===== src/rtl/lset_pkg.sv =====
// ----------------------------------------------------------------------------
// Link-state edge table package
// Shared sizes, codes and the record that a search probe carries through the
// chain of table cells.
// ----------------------------------------------------------------------------
package lset_pkg;

    localparam int ENTRIES     = 64;
    localparam int NODE_BITS   = 8;
    localparam int WEIGHT_BITS = 16;
    localparam int DIST_BITS   = 16;
    localparam int IDX_BITS    = $clog2(ENTRIES);
    localparam int CNT_BITS    = $clog2(ENTRIES + 1);
    localparam int ACTION_BITS = 2;
    localparam int STATUS_BITS = 3;

    typedef enum logic [ACTION_BITS-1:0] {
        ACT_SET    = 2'd0,
        ACT_REMOVE = 2'd1,
        ACT_QUERY  = 2'd2
    } action_t;

    typedef enum logic [STATUS_BITS-1:0] {
        STS_ADDED     = 3'd0,
        STS_UPDATED   = 3'd1,
        STS_REMOVED   = 3'd2,
        STS_NOT_FOUND = 3'd3,
        STS_FULL      = 3'd4,
        STS_QUERY     = 3'd5
    } status_t;

    typedef enum logic [1:0] {
        CMT_ADD,
        CMT_UPDATE,
        CMT_REMOVE
    } commit_kind_t;

    typedef enum logic {
        ST_IDLE,
        ST_SCAN
    } state_t;

    // Search results gathered as the probe passes each cell.
    typedef struct packed {
        logic                   fwd_hit;
        logic [IDX_BITS-1:0]    fwd_idx;
        logic [WEIGHT_BITS-1:0] fwd_cost;
        logic                   rev_hit;
        logic [WEIGHT_BITS-1:0] rev_cost;
        logic                   free_hit;
        logic [IDX_BITS-1:0]    free_idx;
    } probe_t;

    // Table change broadcast to every cell at the end of a scan.
    typedef struct packed {
        logic                en;
        commit_kind_t        kind;
        logic [IDX_BITS-1:0] slot;
    } commit_t;

endpackage


===== src/rtl/lset_cell.sv =====
// ----------------------------------------------------------------------------
// Link-state edge table cell
// Holds one table entry, compares it against the passing probe and hands the
// updated probe to the next cell. Applies a broadcast commit aimed at its slot.
// ----------------------------------------------------------------------------
module lset_cell (
    input  logic                             clk,
    input  logic                             rst_n,
    input  logic [lset_pkg::IDX_BITS-1:0]    cell_idx,
    input  logic [lset_pkg::NODE_BITS-1:0]   from_node,
    input  logic [lset_pkg::NODE_BITS-1:0]   to_node,
    input  logic [lset_pkg::WEIGHT_BITS-1:0] weight,
    input  logic                             probe_live_in,
    input  lset_pkg::probe_t                 probe_in,
    input  lset_pkg::commit_t                commit,
    output logic                             probe_live_out,
    output lset_pkg::probe_t                 probe_out
);

    logic                             valid_reg;
    logic                             valid_next;
    logic [lset_pkg::NODE_BITS-1:0]   src_reg;
    logic [lset_pkg::NODE_BITS-1:0]   dst_reg;
    logic [lset_pkg::WEIGHT_BITS-1:0] cost_reg;
    logic                             live_reg;
    lset_pkg::probe_t                 probe_reg;
    lset_pkg::probe_t                 probe_next;
    logic                             fwd_match;
    logic                             rev_match;
    logic                             hit_me;

    assign fwd_match = valid_reg && (src_reg == from_node) && (dst_reg == to_node);
    assign rev_match = valid_reg && (src_reg == to_node) && (dst_reg == from_node);
    assign hit_me    = commit.en && (commit.slot == cell_idx);

    always_comb
    begin
        probe_next = probe_in;
        if (fwd_match && !probe_in.fwd_hit)
        begin
            probe_next.fwd_hit  = 1'b1;
            probe_next.fwd_idx  = cell_idx;
            probe_next.fwd_cost = cost_reg;
        end
        if (rev_match && !probe_in.rev_hit)
        begin
            probe_next.rev_hit  = 1'b1;
            probe_next.rev_cost = cost_reg;
        end
        if (!valid_reg && !probe_in.free_hit)
        begin
            probe_next.free_hit = 1'b1;
            probe_next.free_idx = cell_idx;
        end
    end

    always_comb
    begin
        valid_next = valid_reg;
        if (hit_me)
        begin
            unique case (commit.kind)
                lset_pkg::CMT_ADD:    valid_next = 1'b1;
                lset_pkg::CMT_REMOVE: valid_next = 1'b0;
                default:              valid_next = valid_reg;
            endcase
        end
    end

    always_ff @(posedge clk or negedge rst_n)
    begin
        if (!rst_n)
        begin
            valid_reg <= 1'b0;
            live_reg  <= 1'b0;
        end
        else
        begin
            valid_reg <= valid_next;
            live_reg  <= probe_live_in;
        end
    end

    always_ff @(posedge clk)
    begin
        probe_reg <= probe_next;
        if (hit_me && (commit.kind == lset_pkg::CMT_ADD))
        begin
            src_reg  <= from_node;
            dst_reg  <= to_node;
            cost_reg <= weight;
        end
        else if (hit_me && (commit.kind == lset_pkg::CMT_UPDATE))
        begin
            cost_reg <= weight;
        end
    end

    assign probe_live_out = live_reg;
    assign probe_out      = probe_reg;

endmodule


===== config.mk =====
export PLATFORM = sky130hd
export DESIGN_NAME = lset_cell
export DESIGN_NICKNAME = d
export VERILOG_FILES = /design/src/rtl/lset_pkg.sv /design/src/rtl/lset_cell.sv
export SDC_FILE = /design/constraint.sdc
export NUM_CORES = 1
export LEC_CHECK = 0
export BUFFER_PORTS_ARGS = -buffer_cell sky130_fd_sc_hd__buf_2
export CAP_MARGIN = 20
export CORE_MARGIN = 2
export CORE_UTILIZATION = 51
export CTS_BUF_LIST = sky130_fd_sc_hd__clkbuf_8
export CTS_CLUSTER_DIAMETER = 50
export DETAILED_ROUTE_END_ITERATION = 12
export PLACE_DENSITY = 0.89
export SYNTH_ARGS = -nofsm -noshare
export SYNTH_HDL_FRONTEND = slang
export SYNTH_SLANG_ARGS = --single-unit

===== constraint.sdc =====
create_clock -name clk -period 4.1 [get_ports clk]
set_input_delay 0.615 -clock clk [delete_from_list [all_inputs] [get_ports clk]]
set_output_delay 0.615 -clock clk [all_outputs]
set_load 0.02 [all_outputs]

==> results of run 1 <==
## power by group
part           total [mW]  internal (mW)  leakage, nW  switching [mW]
logic               0.175         0.0860        0.991          0.0887
clock network       0.688          0.406        0.125           0.283
registers           0.874          0.865        0.709         0.00882
total                1.74           1.36         1.83           0.380
## per-stage QoR
stage | worst slack (ns) | instances | hold slack [ns] | power [mW] | utilization [%]
6_report | 1.912 | 420 | 0.05984 | 1.737 | 72.29
5_1_grt | 1.820 | 420 | 0.04561 | 1.801 | 72.29
4_1_cts | 1.892 | 420 | 0.04350 | 1.754 | 72.29
3_5_place_dp | 1.538 | 404 | 0.4036 | 1.068 | 68.01
3_3_place_gp | 1.547 | 404 | 0.3999 | 1.063 | 68.01
2_1_floorplan | 1.210 | 189 | 0.3194 | 0.9771 | -
## logic make-up (layout without fill, tap and decap cells)
family	after synthesis	after routing
buffers and inverters	4	163
and+or+nand+nor	21	21
xor gates and xnor gates	38	38
AOI/OAI and AO/OA	1	1
muxes	44	44
DFF	81	81
## per-layer routing
layer  up-vias  GRT usage (%)
met1       947          22.36
met4         0          9.153
met5         -              0
li1        983              -
met2       104          34.58
met3         6          6.966
## placed cells by master, fill, tap and decap left out
master / netlist / layout
buf_2: 2 / 144
dfxtp_1: 47 / 47
mux2_2: 33 / 33
edfxtp_1: 32 / 32
xor2_1: 27 / 27
xnor2_1: 11 / 11
mux2_4: 9 / 9
clkbuf_8: 0 / 9
nand4_1: 4 / 4
nand2b_1: 4 / 4
nor4_1: 3 / 3
nor4_2: 3 / 3
bufinv_16: 0 / 3
nor3_1: 3 / 2
inv_1: 1 / 2
mux2_1: 2 / 2
inv_6: 0 / 2
buf_4: 0 / 2
dfrtp_1: 2 / 2
nor2_1: 2 / 1
nand4_4: 1 / 1
or4_1: 1 / 1
nor3_2: 0 / 1
nor2_2: 0 / 1
o21ai_0: 1 / 1
clkinv_2: 0 / 1
## final cells by class
type,count,area share [%]
Multi-Input combinational cell,104,25.46
Clock inverter,7,2.870
Tap cell,72,2.222
Sequential cell,81,48.15
Clock buffer,9,3.056
Timing Repair Buffer,146,18.15
Inverter,1,0.09259
## critical path, delay by kind of cell
kind / cells / cell delay, ns
AND/OR/NAND/NOR: 2 / 1.25
XOR/XNOR: 1 / 0.15
buffers and inverters: 1 / 0.12
## worst paths after layout
kind                       depth (start not counted)             end  slack, ns          start
min                                                1       valid_reg       0.06          rst_n
max reg2reg                                        5   probe_out[14]       2.05     src_reg[2]
min in group clk                                   1  probe_live_out       0.40  probe_live_in
min reg2reg                                        1   probe_out[25]       0.50    cost_reg[1]
max                                                4     cost_reg[1]       1.91    cell_idx[5]
max in group asynchronous                          1  probe_live_out       3.95          rst_n
==> impl_metrics.tcl, run 1 <==
set metrics [dict create \
    num_rows 27 \
    cts-htree-levels 3 \
    synth_nets 286 \
    routed-wl-met3_um 530 \
    crit_type "input pin to register" \
    power_density_mw_per_mm2 428.5 \
    cts_hold_buf 0 \
    fin_skew_ns 0.01196 \
    vias 2040 \
    finalCritPeriodShare_pct 53.37 \
    antenna_found_initial 0 \
    cp.required_ns 4.06 \
    maxCapViolations 0 \
    numPortBuffers 144 \
    cp-end-kind "register" \
    track_usage_pct 20.08 \
    cts_buffers 9 \
    core_mm2 0.005608 \
    die_area_mm2 0.006515 \
    path_clk_slew_ns 0.08 \
    cts.sinks 81 \
    drc 0 \
    final_nets 440 \
    layout.area.seq_mm2 0.001952 \
    nFillCells 385 \
    max_freq_ghz 0.4570 \
    dieHeight_um 80.72 \
    cts_tree "done" \
    synth_xor_area_share_pct 11.09 \
    power.leakage_nw 1.826 \
    synth_top_family_by_area "multiplexers" \
    wl_per_cell_um 15.39 \
    crit_arrival_ns 2.15 \
    cts.path.max_buffers 2 \
    maxSlewViolCount 0 \
    drt_iter0_markers 69 \
    cts-root-buf "clkbuf_8" \
    fin_setup_tns_ns 0 \
    seq_area_frac_synth_pct 65.03 \
    worstSetupStartpointType "input pin" \
    post_cts_buffers 0 \
    synthTopCellsByArea "edfxtp_1 32%, dfxtp_1 31%, mux2_2 12%" \
    synth_top_area_share_pct 32.01 \
    routed_wl_um 6462 \
    largest_reg_flops 47 \
    hold_class "input pin to async pin" \
    crit_chain "buf_2 -> xor2_1 -> or4_1 -> nor2_2" \
    status "completed" \
    yosysUniqueCellTypes 20 \
    synth-adder-area-share_pct 0 \
    dpl.hpwl_um 4965 \
    multi_input_area_mm2 0.001032 \
    yosys_warnings 0 \
    yosysMostFrequentCell "dfxtp_1" \
    dpl_cell_area_mm2 0.003814 \
    grt-ovfl-total 0 \
    syn2layout_area_growth_pct 35.06 \
    syn_area_mm2 0.003002 \
    rsz0062_at_grt "no" \
    ys_seq_elements 81 \
    synth_edf_count 32 \
    synthFlopType "dfxtp_1" \
    wl_met2_um 3328 \
    grt_max_degree 24 \
    relSlewSlack_pct 44.61 \
    cpMaxStageDelayCell "nor2_2" \
    die_x_um 80.72 \
    synthSimpleGateAreaFrac_pct 5.252 \
    clk_latency_ns 0.33 \
    min_period_ns 2.188 \
    postRouteAntennaNets 0 \
    hold_viol 0 \
    synth_compound_area_share_pct 0.1667 \
    cts_resized 0 \
    ys_async_sr_fraction_pct 2.469 \
    diodes 0 \
    pin_count 145 \
    design_area_mm2 0.004054 \
    place_congestion 0.7958 \
    m1WireLength_um 2527 \
    crit_path_max_incr_delay_ns 0.66 \
    grt_pass1_vias 2094 \
    initial_core_util_pct 53.53 \
    synthMuxAreaShare_pct 17.63 \
    syn_avg_cell_area_um2 15.88 \
    viasPerCell 4.857 \
    worst_slew_pin_slew_ns 0.8300 \
    drive_gt1_share_pct 60.06 \
    top_layer_used "met4" \
    dr.pass1.iters 4 \
    vdd_drop_max_uv 293.8 \
    critPathMaxFanout 16 \
    ys_top_cells_by_count "47 x dfxtp_1, 33 x mux2_2, 32 x edfxtp_1" \
    synth_top_area_cell "edfxtp_1" \
    setup_violations 0 \
    grt_pass1_wl_um 9515 \
    syn_inst 189 \
]
Note: power is estimated with default switching activity, not from simulation.
==> run 2: changes to the inputs <==
--- a/config.mk
+++ b/config.mk
@@ -5,14 +5,15 @@
 export SDC_FILE = /design/constraint.sdc
 export NUM_CORES = 1
 export LEC_CHECK = 0
+export ABC_AREA = 1
 export BUFFER_PORTS_ARGS = -buffer_cell sky130_fd_sc_hd__buf_2
 export CAP_MARGIN = 20
 export CORE_MARGIN = 2
-export CORE_UTILIZATION = 51
+export CORE_UTILIZATION = 49
 export CTS_BUF_LIST = sky130_fd_sc_hd__clkbuf_8
 export CTS_CLUSTER_DIAMETER = 50
 export DETAILED_ROUTE_END_ITERATION = 12
-export PLACE_DENSITY = 0.89
+export PLACE_DENSITY = 0.84
 export SYNTH_ARGS = -nofsm -noshare
 export SYNTH_HDL_FRONTEND = slang
 export SYNTH_SLANG_ARGS = --single-unit
==> constraint.sdc (replaced) <==
create_clock -name clk -period 2.14 [get_ports clk]
set_input_delay 0.321 -clock clk [delete_from_list [all_inputs] [get_ports clk]]
set_output_delay 0.321 -clock clk [all_outputs]
set_load 0.02 [all_outputs]
==> impl_metrics.tcl, run 2 <==
set metrics [dict create \
    synth-adder-area-share_pct 0 \
    seq_area_frac_synth_pct 57.12 \
    synthMuxAreaShare_pct 0.3295 \
    postRouteAntennaNets 0 \
    rrSetupSlack_ns 0.41 \
    fin_setup_tns_ns 0 \
    vias 3161 \
    power.leakage_nw 2.338 \
    synth_top_area_share_pct 28.12 \
    fin_skew_ns 0.01148 \
    yosys_warnings 0 \
    track_usage_pct 22.97 \
    crit_type "register to register" \
    drc 0 \
    drt_iter0_markers 154 \
    critical_path.most_common_cell "nand2_1" \
    die_area_mm2 0.007657 \
    ys_seq_elements 81 \
    timing.rr.start "src_reg[3]" \
    synth_top_area_cell "edfxtp_1" \
    initial_core_util_pct 50.57 \
    hold_viol 0 \
    dr.pass1.iters 4 \
    ys_async_sr_fraction_pct 2.469 \
    vdd_drop_max_uv 555.8 \
    synthTopCellsByArea "edfxtp_1 28%, dfxtp_1 28%, nand2_1 18%" \
    grt_pass1_vias 2939 \
    cp-end-kind "register" \
    cts.path.max_buffers 2 \
    design_area_mm2 0.004427 \
    r2r-end "probe_out[31]" \
    crit_chain "inv_1 -> nand2_1 -> nand2_1 -> nor2_1 -> nand2_1 -> nor2_2 -> nand3_2 -> nand2_1 -> nand2_1" \
    wl_per_cell_um 13.80 \
    die_x_um 87.51 \
    maxSlewViolCount 0 \
    layout_common_cells "166 x nand2_1, 144 x buf_2, 47 x dfxtp_1" \
    final_common_cell "nand2_1" \
    setup_violations 0 \
    finalCritPeriodShare_pct 80.80 \
    path_clk_slew_ns 0.10 \
    syn2layout_area_growth_pct 29.55 \
    core_mm2 0.006756 \
    yosysUniqueCellTypes 29 \
    relSlewSlack_pct 64.99 \
    crit_arrival_ns 1.98 \
    synthFlopType "dfxtp_1" \
    r2r_cells 9 \
    grt_max_degree 24 \
    worst_slew_pin_slew_ns 0.5245 \
    cts-root-buf "clkbuf_8" \
    cts_buffers 9 \
    endpoint "probe_out[31]" \
    synth_edf_count 32 \
    power_mw 3.236 \
    dpl.hpwl_um 6402 \
    crit_path_max_incr_delay_ns 0.44 \
    cts_resized 0 \
    dieHeight_um 87.51 \
    num_rows 30 \
    numPortBuffers 144 \
    ys_top_cells_by_count "166 x nand2_1, 47 x dfxtp_1, 39 x nand4_1" \
    rsz0062_at_grt "no" \
    cts-htree-levels 3 \
    syn_area_mm2 0.003417 \
    cpMaxStageDelayCell "nand3_2" \
    maxCapViolations 0 \
    dp_cells 617 \
    fin_util_pct 65.52 \
    place_congestion 0.8657 \
    clk_latency_ns 0.35 \
    crit_path_start "src_reg[3]" \
    synth_compound_area_share_pct 1.721 \
    power_density_mw_per_mm2 730.9 \
    cp.required_ns 2.39 \
    syn_inst 398 \
    max_freq_ghz 0.5783 \
    synth_nets 495 \
    hold_class "input pin to register" \
    synth_xor_area_share_pct 1.282 \
    viasPerCell 4.986 \
    fin_cells 634 \
    cts_hold_buf 1 \
    cts_tree "done" \
    antenna_found_initial 0 \
    largest_reg_flops 47 \
    final_nets 646 \
    worstSetupStartpointType "register" \
    dpl_cell_area_mm2 0.004210 \
    synth_top_family_by_area "simple AND/OR/NAND/NOR gates" \
    grt_pass1_wl_um 13540 \
    yosysMostFrequentCell "nand2_1" \
    routed_wl_um 8748 \
    critPathMaxFanout 23 \
    status "completed" \
    grt-ovfl-total 0 \
    synthSimpleGateAreaFrac_pct 32.59 \
    cts.sinks 81 \
    min_period_ns 1.729 \
    diodes 0 \
    pin_count 145 \
    drive_gt1_share_pct 33.75 \
    syn_avg_cell_area_um2 8.585 \
    post_cts_buffers 0 \
]
==> run 2: worst max-delay path: cells and delay by family (launching register included) <==
family | cells | cell delay (ns)
simple gates | 8 | 1.14
flops | 1 | 0.41
buf+inv | 1 | 0.08
==> run 2: kinds of logic (layout without fill, tap and decap cells) <==
| kind of cell | Yosys count | after routing |
|---|---|---|
| flops | 81 | 81 |
| mux | 1 | 1 |
| simple gates | 247 | 247 |
| xor+xnor | 5 | 5 |
| compound gates | 11 | 11 |
| buf+inv | 53 | 209 |
==> run 2: through the flow <==
step	setup slack [ns]	hold slack, ns
3_5_place_dp	0.4111	0.1080
2_1_floorplan	0.1904	0.02541
6_report	0.4109	0.07948
5_1_grt	0.2838	0.06008
4_1_cts	0.4388	0.06317
3_3_place_gp	0.4337	0.1087
==> run 2: final cells by class <==
cell class / count / area (um^2)
Fill cell: 577 / 2330
Sequential cell: 81 / 1952
Multi-Input combinational cell: 264 / 1227
Timing Repair Buffer: 153 / 790.8
Inverter: 40 / 150.1
Clock buffer: 9 / 123.9
Tap cell: 80 / 100.1
Clock inverter: 7 / 82.58
==> run 2: worst min path at each step <==
stage | startpoint | endpoint | slack (ns) | cells past startpoint
floorplan | rst_n | probe_live_out | 0.03 | 0
detailed placement | rst_n | probe_live_out | 0.11 | 1
global placement | rst_n | probe_live_out | 0.11 | 1
CTS | probe_live_in | probe_live_out | 0.06 | 1
global route | probe_live_in | probe_live_out | 0.06 | 1
finish | probe_live_in | probe_live_out | 0.08 | 1
==> run 2: routing by layer <==
metal	up-vias	routed length, um	track usage, %
met5	-	0	0
met2	136	4439	40.50
met4	0	154	9.510
met1	1426	3601	27.07
met3	11	553	4.929
li1	1588	-	-
==> run 2: power breakdown <==
group	switching (mW)	internal (mW)
logic	0.226	0.154
clock network	0.613	0.565
registers	0.0168	1.66
